**src/hw/rtl/u16u8_pkg.sv**
```systemverilog
// u16u8_pkg: types and constants shared by the utf-16 to utf-8 encoder
// holds the port item structs, the encoded-job structs, the encoding constants and the queue sizing
// no dependencies
package u16u8_pkg;

    localparam int unsigned FIFO_DEPTH = 4;
    localparam int unsigned FIFO_AW    = $clog2(FIFO_DEPTH);

    localparam logic [5:0]  HIGH_SURR_TAG = 6'b110110;
    localparam logic [5:0]  LOW_SURR_TAG  = 6'b110111;
    localparam logic [20:0] SUPP_OFFSET   = 21'h10000;
    localparam logic [20:0] LIMIT_ONE     = 21'h80;
    localparam logic [20:0] LIMIT_TWO     = 21'h800;
    localparam logic [20:0] LIMIT_THREE   = 21'h10000;
    localparam logic [7:0]  LEAD_TWO      = 8'hC0;
    localparam logic [7:0]  LEAD_THREE    = 8'hE0;
    localparam logic [7:0]  LEAD_FOUR     = 8'hF0;
    localparam logic [7:0]  CONT_MARK     = 8'h80;

    typedef struct packed {
        logic [15:0] code_unit;
        logic        end_of_string;
    } in_item_t;

    typedef struct packed {
        logic [7:0] out_byte;
        logic       byte_valid;
        logic       last_of_run;
        logic       string_end;
        logic       failed;
    } out_item_t;

    typedef struct packed {
        logic [3:0][7:0] bytes;
        logic [1:0]      last_idx;
        logic            eos;
        logic            fail;
    } job_t;

    typedef struct packed {
        logic push;
        job_t job;
    } job_push_t;

endpackage

```
**src/hw/rtl/u16u8_front.sv**
```systemverilog
// u16u8_front: takes code units, tracks surrogate pairing and failure,
// and turns each unit that produces output into an encoded job
// depends on u16u8_pkg
module u16u8_front (
    input  logic                 clk,
    input  logic                 rst_n,
    input  logic                 push,
    input  logic                 full,
    input  u16u8_pkg::in_item_t  unit_item,
    output u16u8_pkg::job_push_t job_out
);

    logic [9:0]  held_reg;
    logic [9:0]  held_next;
    logic        pend_reg;
    logic        pend_next;
    logic        fail_reg;
    logic        fail_next;

    logic        accept;
    logic        is_high;
    logic        is_low;
    logic        fail_now;
    logic        hold;
    logic        emit_char;
    logic        failing;
    logic [20:0] value;
    u16u8_pkg::job_t job;

    assign accept  = push && !full;
    assign is_high = unit_item.code_unit[15:10] == u16u8_pkg::HIGH_SURR_TAG;
    assign is_low  = unit_item.code_unit[15:10] == u16u8_pkg::LOW_SURR_TAG;

    always_comb
    begin
        fail_now  = 1'b0;
        hold      = 1'b0;
        emit_char = 1'b0;
        value     = {5'd0, unit_item.code_unit};
        if (!fail_reg)
        begin
            if (pend_reg)
            begin
                if (is_low)
                begin
                    value     = {1'b0, held_reg, unit_item.code_unit[9:0]}
                                + u16u8_pkg::SUPP_OFFSET;
                    emit_char = 1'b1;
                end
                else
                begin
                    fail_now = 1'b1;
                end
            end
            else if (is_high)
            begin
                if (unit_item.end_of_string)
                begin
                    fail_now = 1'b1;
                end
                else
                begin
                    hold = 1'b1;
                end
            end
            else if (is_low)
            begin
                fail_now = 1'b1;
            end
            else
            begin
                emit_char = 1'b1;
            end
        end
    end

    assign failing = fail_reg || fail_now;

    // utf-8 encoding of the completed character
    always_comb
    begin
        job          = '0;
        job.eos      = unit_item.end_of_string;
        job.fail     = failing;
        if (!failing)
        begin
            if (value < u16u8_pkg::LIMIT_ONE)
            begin
                job.bytes[0] = {1'b0, value[6:0]};
                job.last_idx = 2'd0;
            end
            else if (value < u16u8_pkg::LIMIT_TWO)
            begin
                job.bytes[0] = u16u8_pkg::LEAD_TWO | {3'd0, value[10:6]};
                job.bytes[1] = u16u8_pkg::CONT_MARK | {2'd0, value[5:0]};
                job.last_idx = 2'd1;
            end
            else if (value < u16u8_pkg::LIMIT_THREE)
            begin
                job.bytes[0] = u16u8_pkg::LEAD_THREE | {4'd0, value[15:12]};
                job.bytes[1] = u16u8_pkg::CONT_MARK | {2'd0, value[11:6]};
                job.bytes[2] = u16u8_pkg::CONT_MARK | {2'd0, value[5:0]};
                job.last_idx = 2'd2;
            end
            else
            begin
                job.bytes[0] = u16u8_pkg::LEAD_FOUR | {5'd0, value[20:18]};
                job.bytes[1] = u16u8_pkg::CONT_MARK | {2'd0, value[17:12]};
                job.bytes[2] = u16u8_pkg::CONT_MARK | {2'd0, value[11:6]};
                job.bytes[3] = u16u8_pkg::CONT_MARK | {2'd0, value[5:0]};
                job.last_idx = 2'd3;
            end
        end
    end

    assign job_out.job  = job;
    assign job_out.push = accept &&
                          (failing ? unit_item.end_of_string : emit_char);

    always_comb
    begin
        held_next = held_reg;
        pend_next = pend_reg;
        fail_next = fail_reg;
        if (accept)
        begin
            if (unit_item.end_of_string)
            begin
                held_next = '0;
                pend_next = 1'b0;
                fail_next = 1'b0;
            end
            else
            begin
                held_next = hold ? unit_item.code_unit[9:0] : '0;
                pend_next = hold;
                fail_next = failing;
            end
        end
    end

    always_ff @(posedge clk or negedge rst_n)
    begin
        if (!rst_n)
        begin
            held_reg <= '0;
            pend_reg <= 1'b0;
            fail_reg <= 1'b0;
        end
        else
        begin
            held_reg <= held_next;
            pend_reg <= pend_next;
            fail_reg <= fail_next;
        end
    end

endmodule

```
**src/hw/rtl/u16u8_fifo.sv**
```systemverilog
// u16u8_fifo: short queue of encoded jobs between front and back
// depends on u16u8_pkg
module u16u8_fifo (
    input  logic                 clk,
    input  logic                 rst_n,
    input  u16u8_pkg::job_push_t wr,
    output logic                 full,
    output logic                 nonempty,
    input  logic                 rd,
    output u16u8_pkg::job_t      rd_job
);

    u16u8_pkg::job_t mem [u16u8_pkg::FIFO_DEPTH];

    logic [u16u8_pkg::FIFO_AW:0] wptr_reg;
    logic [u16u8_pkg::FIFO_AW:0] wptr_next;
    logic [u16u8_pkg::FIFO_AW:0] rptr_reg;
    logic [u16u8_pkg::FIFO_AW:0] rptr_next;
    logic                        do_wr;
    logic                        do_rd;

    assign nonempty = wptr_reg != rptr_reg;
    assign full     = (wptr_reg[u16u8_pkg::FIFO_AW] != rptr_reg[u16u8_pkg::FIFO_AW]) &&
                      (wptr_reg[u16u8_pkg::FIFO_AW-1:0] == rptr_reg[u16u8_pkg::FIFO_AW-1:0]);
    assign do_wr    = wr.push && !full;
    assign do_rd    = rd && nonempty;
    assign rd_job   = mem[rptr_reg[u16u8_pkg::FIFO_AW-1:0]];

    assign wptr_next = do_wr ? wptr_reg + 1'b1 : wptr_reg;
    assign rptr_next = do_rd ? rptr_reg + 1'b1 : rptr_reg;

    always_ff @(posedge clk)
    begin
        if (do_wr)
        begin
            mem[wptr_reg[u16u8_pkg::FIFO_AW-1:0]] <= wr.job;
        end
    end

    always_ff @(posedge clk or negedge rst_n)
    begin
        if (!rst_n)
        begin
            wptr_reg <= '0;
            rptr_reg <= '0;
        end
        else
        begin
            wptr_reg <= wptr_next;
            rptr_reg <= rptr_next;
        end
    end

endmodule

```
**src/hw/rtl/u16u8_back.sv**
```systemverilog
// u16u8_back: steps through the bytes of each queued job, one a cycle while the
// result stage is free or popped, into a registered result stage
// depends on u16u8_pkg
module u16u8_back (
    input  logic                  clk,
    input  logic                  rst_n,
    input  logic                  nonempty,
    input  u16u8_pkg::job_t       rd_job,
    output logic                  rd,
    output logic                  empty,
    input  logic                  pop,
    output u16u8_pkg::out_item_t  byte_item
);

    u16u8_pkg::job_t      job_reg;
    u16u8_pkg::job_t      job_next;
    logic                 job_valid_reg;
    logic                 job_valid_next;
    logic [1:0]           idx_reg;
    logic [1:0]           idx_next;
    u16u8_pkg::out_item_t out_reg;
    u16u8_pkg::out_item_t out_next;
    logic                 out_valid_reg;
    logic                 out_valid_next;

    logic                 load;
    logic                 advance;
    logic                 last;
    logic                 take;

    assign load    = !out_valid_reg || pop;
    assign advance = load && job_valid_reg;
    assign last    = idx_reg == job_reg.last_idx;
    assign take    = nonempty && (!job_valid_reg || (advance && last));
    assign rd      = take;

    always_comb
    begin
        out_next             = out_reg;
        out_next.out_byte    = job_reg.bytes[idx_reg];
        out_next.byte_valid  = !job_reg.fail;
        out_next.last_of_run = last;
        out_next.string_end  = last && job_reg.eos;
        out_next.failed      = job_reg.fail;

        out_valid_next = out_valid_reg;
        if (advance)
        begin
            out_valid_next = 1'b1;
        end
        else if (load)
        begin
            out_valid_next = 1'b0;
        end

        job_next       = take ? rd_job : job_reg;
        job_valid_next = take ? 1'b1 : ((advance && last) ? 1'b0 : job_valid_reg);
        idx_next       = take ? 2'd0 : (advance ? idx_reg + 2'd1 : idx_reg);
    end

    always_ff @(posedge clk)
    begin
        job_reg <= job_next;
        if (advance)
        begin
            out_reg <= out_next;
        end
    end

    always_ff @(posedge clk or negedge rst_n)
    begin
        if (!rst_n)
        begin
            job_valid_reg <= 1'b0;
            idx_reg       <= '0;
            out_valid_reg <= 1'b0;
        end
        else
        begin
            job_valid_reg <= job_valid_next;
            idx_reg       <= idx_next;
            out_valid_reg <= out_valid_next;
        end
    end

    assign empty     = !out_valid_reg;
    assign byte_item = out_reg;

endmodule

```
**src/hw/rtl/utf16_to_utf8_encoder.sv**
```systemverilog
// utf16_to_utf8_encoder: utf-16 code units in, utf-8 bytes out
// depends on u16u8_pkg, u16u8_front, u16u8_fifo, u16u8_back
//
// input side is a queue write port: an item (code_unit, end_of_string) is
// taken at a clock edge with push high and full low
// output side is a queue read port: while empty is low the oldest result is
// on byte_item, and it is taken at a clock edge with pop high
// each character gives one to four byte results; a held high surrogate gives
// none until its partner arrives; a failed string gives one status result
// (byte_valid low, failed high) on its end unit and nothing from the failing unit up to it
// the first byte passes through the queue, the job register and the result register
// throughput is one byte per cycle while pop keeps the result stage moving, set by
// the single byte stepper in the back end: ascii text runs at one unit per cycle,
// a character of n bytes holds the back end until its n bytes are out while the
// front keeps filling a 4-job queue
// when pop stays low the result register holds, the queue fills and full
// rises; no item or byte is ever dropped
// reset clears surrogate and failure state, empties the queue and the
// result stage
module utf16_to_utf8_encoder (
    input  logic                 clk,
    input  logic                 rst_n,
    input  logic                 push,
    output logic                 full,
    input  u16u8_pkg::in_item_t  unit_item,
    output logic                 empty,
    input  logic                 pop,
    output u16u8_pkg::out_item_t byte_item
);

    u16u8_pkg::job_push_t job_wr;
    u16u8_pkg::job_t      rd_job;
    logic                 nonempty;
    logic                 rd;

    u16u8_front u_front (
        .clk       (clk),
        .rst_n     (rst_n),
        .push      (push),
        .full      (full),
        .unit_item (unit_item),
        .job_out   (job_wr)
    );

    u16u8_fifo u_fifo (
        .clk      (clk),
        .rst_n    (rst_n),
        .wr       (job_wr),
        .full     (full),
        .nonempty (nonempty),
        .rd       (rd),
        .rd_job   (rd_job)
    );

    u16u8_back u_back (
        .clk       (clk),
        .rst_n     (rst_n),
        .nonempty  (nonempty),
        .rd_job    (rd_job),
        .rd        (rd),
        .empty     (empty),
        .pop       (pop),
        .byte_item (byte_item)
    );

endmodule

```
**config.mk**
```make
export PLATFORM = sky130hd
export DESIGN_NAME = utf16_to_utf8_encoder
export DESIGN_NICKNAME = d
export VERILOG_FILES = /design/src/hw/rtl/u16u8_pkg.sv /design/src/hw/rtl/u16u8_front.sv /design/src/hw/rtl/u16u8_fifo.sv /design/src/hw/rtl/u16u8_back.sv /design/src/hw/rtl/utf16_to_utf8_encoder.sv
export SDC_FILE = /design/constraint.sdc
export NUM_CORES = 1
export LEC_CHECK = 0
export BUFFER_PORTS_ARGS = -buffer_cell sky130_fd_sc_hd__buf_2
export CORE_MARGIN = 3
export CORE_UTILIZATION = 53
export DETAILED_ROUTE_END_ITERATION = 16
export HOLD_SLACK_MARGIN = 0.06
export PLACE_DENSITY = 0.7
export SLEW_MARGIN = 15
export SYNTH_ARGS = -nofsm -noshare
export SYNTH_HDL_FRONTEND = slang
export SYNTH_SLANG_ARGS = --single-unit
```
**constraint.sdc**
```tcl
create_clock -name clk -period 5 [get_ports clk]
set_input_delay 0.25 -clock clk [delete_from_list [all_inputs] [get_ports clk]]
set_output_delay 0.25 -clock clk [all_outputs]
set_load 0.03 [all_outputs]
```
# ---- Word level (Yosys, flattened, before mapping)
# Memories as Yosys holds them, arrays and structs flattened. A register that Yosys moved wholly into a read port is not among the register bits.
# Index checks and enable logic that the tools add are counted.
dict set report op_classes {
  add_sub_neg 4
  n_eq_ne 6
  n_reduce_logical 19
  n_mux 38
  n_lt_le_gt_ge 4
}
# op n
set op_table {}
lappend op_table {{$mux 21} 3}
lappend op_table {{$mux 24} 2}
lappend op_table {{$mux 34} 1}
lappend op_table {{$mux 10} 3}
lappend op_table {{$mux 1} 22}
lappend op_table {{$add 20x17->21 const B} 1}
lappend op_table {{$lt 21x12->1 const B} 1}
lappend op_table {{$lt 21x17->1 const B} 1}
lappend op_table {{$lt 21x8->1 const B} 1}
lappend op_table {{$mux 18} 1}
lappend op_table {{$bmux 8 s2} 1}
lappend op_table {{$mux 16} 1}
lappend op_table {{$mux 8} 2}
lappend op_table {{$eq 6x6->1 const B} 2}
lappend op_table {{$logic_and 1x1->1} 9}
lappend op_table {{$add 3x1->3 const B} 2}
lappend op_table {{$reduce_bool 2->1} 3}
lappend op_table {{$eq 2x2->1} 2}
lappend op_table {{$logic_not 1->1} 4}
lappend op_table {{$mux 2} 2}
lappend op_table {{$logic_or 1x1->1} 3}
lappend op_table {{$lt 2x3->1 const B} 1}
lappend op_table {{$ne 3x3->1} 1}
lappend op_table {{$add 2x1->2 const B} 1}
lappend op_table {{$ne 1x1->1} 1}
dict set report totals {
  mem_count 1
  inputBits 21
  out_inout_bits 14
  elab_cells 85
  ram_bits 144
  register_bits 34
}
# name depth word_bits rd rd_ports_with_merged_regs write_ports line_no
set memory_table {}
lappend memory_table {u_fifo.mem 4 36 1 1 1 u16u8_fifo.sv:13} ;# u16u8_pkg::job_t mem [u16u8_pkg::FIFO_DEPTH];

# ---- Logic depth before layout (Yosys ltp)
dict set report depth {
  word_depth 11
  ltp_mapped 9
  depth_no_buf 8
}

# ---- Cells and area by module
# A second synthesis with hierarchy kept.
dict set report unflattened {
  cells_unflattened 487
  area_unflattened_um2 8857.2
}
# mod instances cells_each seq_area_each_um2 area_per_inst_um2
set modules_own_cells {}
lappend modules_own_cells {u16u8_fifo 1 236 4474.3 5654.2}
lappend modules_own_cells {u16u8_back 1 85 1541.5 1878.1}
lappend modules_own_cells {u16u8_front 1 166 300.3 1325.0}

# ---- Worst setup path after synthesis
# OpenSTA, ideal clock, no wires.
dict set report synth_timing {
  path_kind {reg2reg}
  startpoint {register u_fifo.rptr_reg[0] in the netlist's numbering}
  endpoint {register u_fifo.rptr_reg[1] in the netlist's numbering}
  arrival_time_ns 3.010
  required_ns 4.873
  setup_slack_ns 1.863
  n_path_buf 1
  path_stages_with_launch 7
  path_cell_list {dfrtp_1 clkbuf_1 xnor2_1 nand2_1 nor2_1 a21oi_1 mux2_2}
}
dict set report synth_via {
  elab_chain_len 3
  elab_cells_between_ends 4
  classes_between {1 x add/sub; 1 x eq/ne; 2 x reduce/logical}
}
# item line_no
set synth_lines {}
lappend synth_lines {{start: declaration} u16u8_fifo.sv:17} ;# logic [u16u8_pkg::FIFO_AW:0] rptr_reg;
lappend synth_lines {{start signal: assignment} u16u8_fifo.sv:50} ;# rptr_reg <= rptr_next;
lappend synth_lines {{$ne 3x3->1} u16u8_fifo.sv:22} ;# assign nonempty = wptr_reg != rptr_reg;
lappend synth_lines {{$logic_and 1x1->1} u16u8_back.sv:34} ;# assign take = nonempty && (!job_valid_reg || (advance && last));
lappend synth_lines {{net rd} utf16_to_utf8_encoder.sv:34} ;# logic rd;
lappend synth_lines {{$logic_and 1x1->1} u16u8_fifo.sv:26} ;# assign do_rd = rd && nonempty;
# The timed path passes the listed nets, and every way through them passes these cells.
# A chain may end at the register's enable or synchronous reset.

==> metrics.txt <==
# diodes 0; Area contributors post-synth edfxtp_1, mux4_2, dfrtp_1; top post-synthesis cells by count edfxtp_1, mux4_2, dfrtp_1; Critical Path RT 5110 ps; Final Instance Count excl. Fillers between 600 and 700; Max IR drop VDD 0.585 mV; Worst Path Arrival approximately 3500 ps; FMAX 298 MHz; grt total ovfl 0; Area growth syn-to-layout 12.5%; Routed Antenna Nets 0; HPWL Detailed between 8000 and 9000 microns; area leader, netlist edfxtp_1; Max Cap Viol 0; sequential element share of the synthesized area 0.722; PD cells 573 nW/um^2; DR pass1 iterations 5; Initial Utilization 0.549; Synth cell types just over 60; cells after synthesis 427; Slew Limit Fails 0; CTS tree yes; setup TNS 0 ps; register bit total from synthesis 189; final setup vio count 0; Hold Path Stages 1; CTS sink count 189; vias per cell 5.94; die extent in y 127 microns; worst reg2reg path endpoint u_fifo.mem[0][16]; Clock Skews 6.04 ps; vias in the first global route 4084; Setup crit end kind register; ys flop type edfxtp_1; most frequent cell after synthesis edfxtp_1; initial antenna violation count 0; CTS clk-pin slew, worst paths ~60 ps; FF-to-FF setup slack between 1500 and 2000 ps; wire length per cell ~21 microns; share of cells above drive strength 1 0.276; Vias 3930; largest net degree at the start of global routing 34; Tcrit/Tclk final 0.672; port bufs 34; gr usage total 0.191; FF-to-FF path depth 6; Max transition margin 0.439; Warnings, synthesis 0; crit path launch u_front.held_reg[6]; Fillers 1022; crit path capture u_fifo.mem[0][16]; Die W 127 microns; critical path class register to register; outcome complete, no violations; global-route wire length before repair 22800 microns; Iteration-0 DRC Markers roughly 340; max reg flops roughly 120; I/O pin total 35; Rows 43; worst-margin pin slew 820 ps; worst-path fanout max 24; top cell type's share of synthesized area 0.650; Post-Route WL around 14000 microns; Core Box Area 14000 sq um; final hold vios 0; RR Startpoint u_front.held_reg[6]; Post-Place Cells 629; synthesized area between 7000 and 8000 sq um; Synthesized Nets 454; DRC 0; Final min period around 3400 ps; RSZ-0062 raised after global routing no; total CTS buffers 17; CTS Root Cell clkbuf_16; Final Wtd Congestion roughly 0.86; post-synthesis async set-or-reset flop share 0.116; die area 16000 sq um; startpoint type of the worst setup path register; syn avg cell area 18.1 sq um; number of flops mapped to enable cells by yosys 167; leak pwr 3.04 nW; nets 496; clock network latency to the later pin of the worst-skew pair between 400 and 500 ps; Hold Path Class primary input to register; H-tree Lvls 4; CTS max path bufs 2
## timing repair
item,in CTS,in global routing
hold endpoints to repair,22,0
buffers inserted,0,0
hold buffers,1,0
resized for setup,0,0
setup endpoints to repair,0,0
## worst min-delay path by stage
stage	start	endpoint	slack (ps)
CTS	unit_item[0]	u_fifo.mem[2][1]	80
floorplan	rst_n	u_back.idx_reg[0]	-50
global placement	rst_n	u_front.held_reg[5]	270
global route	unit_item[0]	u_fifo.mem[1][1]	90
finish	unit_item[0]	u_fifo.mem[2][1]	100
detailed placement	rst_n	u_front.held_reg[5]	290
## per-stage QoR
step | setup slack [ps] | utilization | hold slack (ps) | power [mW] | cell area (sq um)
detailed placement | 1640 | 0.575 | 292 | 3.70 | 8070
CTS | 1640 | 0.618 | 78.9 | 5.03 | 8670
global route | 1300 | 0.618 | 87.4 | 5.23 | 8680
global placement | 1820 | 0.575 | 273 | 3.65 | 8070
floorplan | 1860 | - | -45.6 | 3.32 | 7710
finish | 1640 | 0.618 | 100 | 4.97 | 8680
## metal layers
metal | up-vias | GRT usage | routed length (microns) | part of all wire
li1 | 1789 | - | - | -
met2 | 105 | 0.291 | 6810 | 0.48
met1 | 2021 | 0.274 | 6490 | 0.46
met5 | - | 0 | 0 | 0
met4 | 0 | 0.0568 | 195 | 0.014
met3 | 15 | 0.0539 | 714 | 0.050
## cell families after synthesis
| logic type | share of synthesized area |
|---|---|
| flops | 0.722 |
| mux | 0.114 |
| compound gates | 0.0602 |
| buf+inv | 0.0219 |
| fa+ha+maj | 0.00973 |
| xor+xnor | 0.0136 |
| simple gates | 0.0594 |
## critical path, stage by stage (launching register included)
cell and delay (ps):
dfrtp_1 460, ha_1 340, or2b_2 310, a211oi_1 420, or2_2 340, inv_1 330
a2111oi_0 840
## cell type report
cell class | count | area [sq um] | area share
timing repair buffer | 43 | 240 | 0.0277
inverter | 15 | 56.3 | 0.00649
sequential | 189 | 5570 | 0.641
tap | 180 | 225 | 0.0259
clock inverter | 10 | 113 | 0.0130
multi-input combinational | 203 | 1990 | 0.230
clock buffer | 22 | 484 | 0.0558
## report_power, final
part           internal (mW)  leakage (nW)  switching, mW  total, mW
Clock                  0.787         0.292          0.545       1.33
Combinational          0.501         0.930          0.724       1.23
Sequential              2.26          1.81          0.150       2.41
Total                   3.55          3.04           1.42       4.97
## cell usage in the layout, fill, tap and decap left out, types with 2 or more instances in the layout
master | synthesis | layout
a211oi_1 | 4 | 4
a21oi_1 | 14 | 13
a21oi_2 | 2 | 2
a22o_1 | 11 | 11
a22oi_1 | 2 | 2
a2bb2oi_1 | 2 | 2
a41oi_1 | 2 | 2
and2_1 | 12 | 12
buf_2 | 0 | 34
buf_4 | 0 | 8
bufinv_16 | 0 | 2
clkbuf_16 | 0 | 17
clkbuf_8 | 0 | 4
clkinv_2 | 0 | 4
clkinv_4 | 0 | 2
clkinvlp_4 | 0 | 2
dfrtp_1 | 22 | 21
edfxtp_1 | 167 | 167
ha_1 | 6 | 6
inv_1 | 13 | 13
mux2_2 | 2 | 2
mux2i_1 | 2 | 2
mux4_2 | 37 | 37
nand2_1 | 19 | 19
nand2b_1 | 2 | 2
nand3_1 | 10 | 10
nor2_1 | 16 | 16
nor3_1 | 7 | 6
o21ai_0 | 4 | 4
o22ai_1 | 2 | 2
o31ai_1 | 2 | 2
or2_2 | 3 | 3
xnor2_1 | 5 | 5
xor2_1 | 7 | 7
No activity file was read; power rests on OpenSTA's default activity.
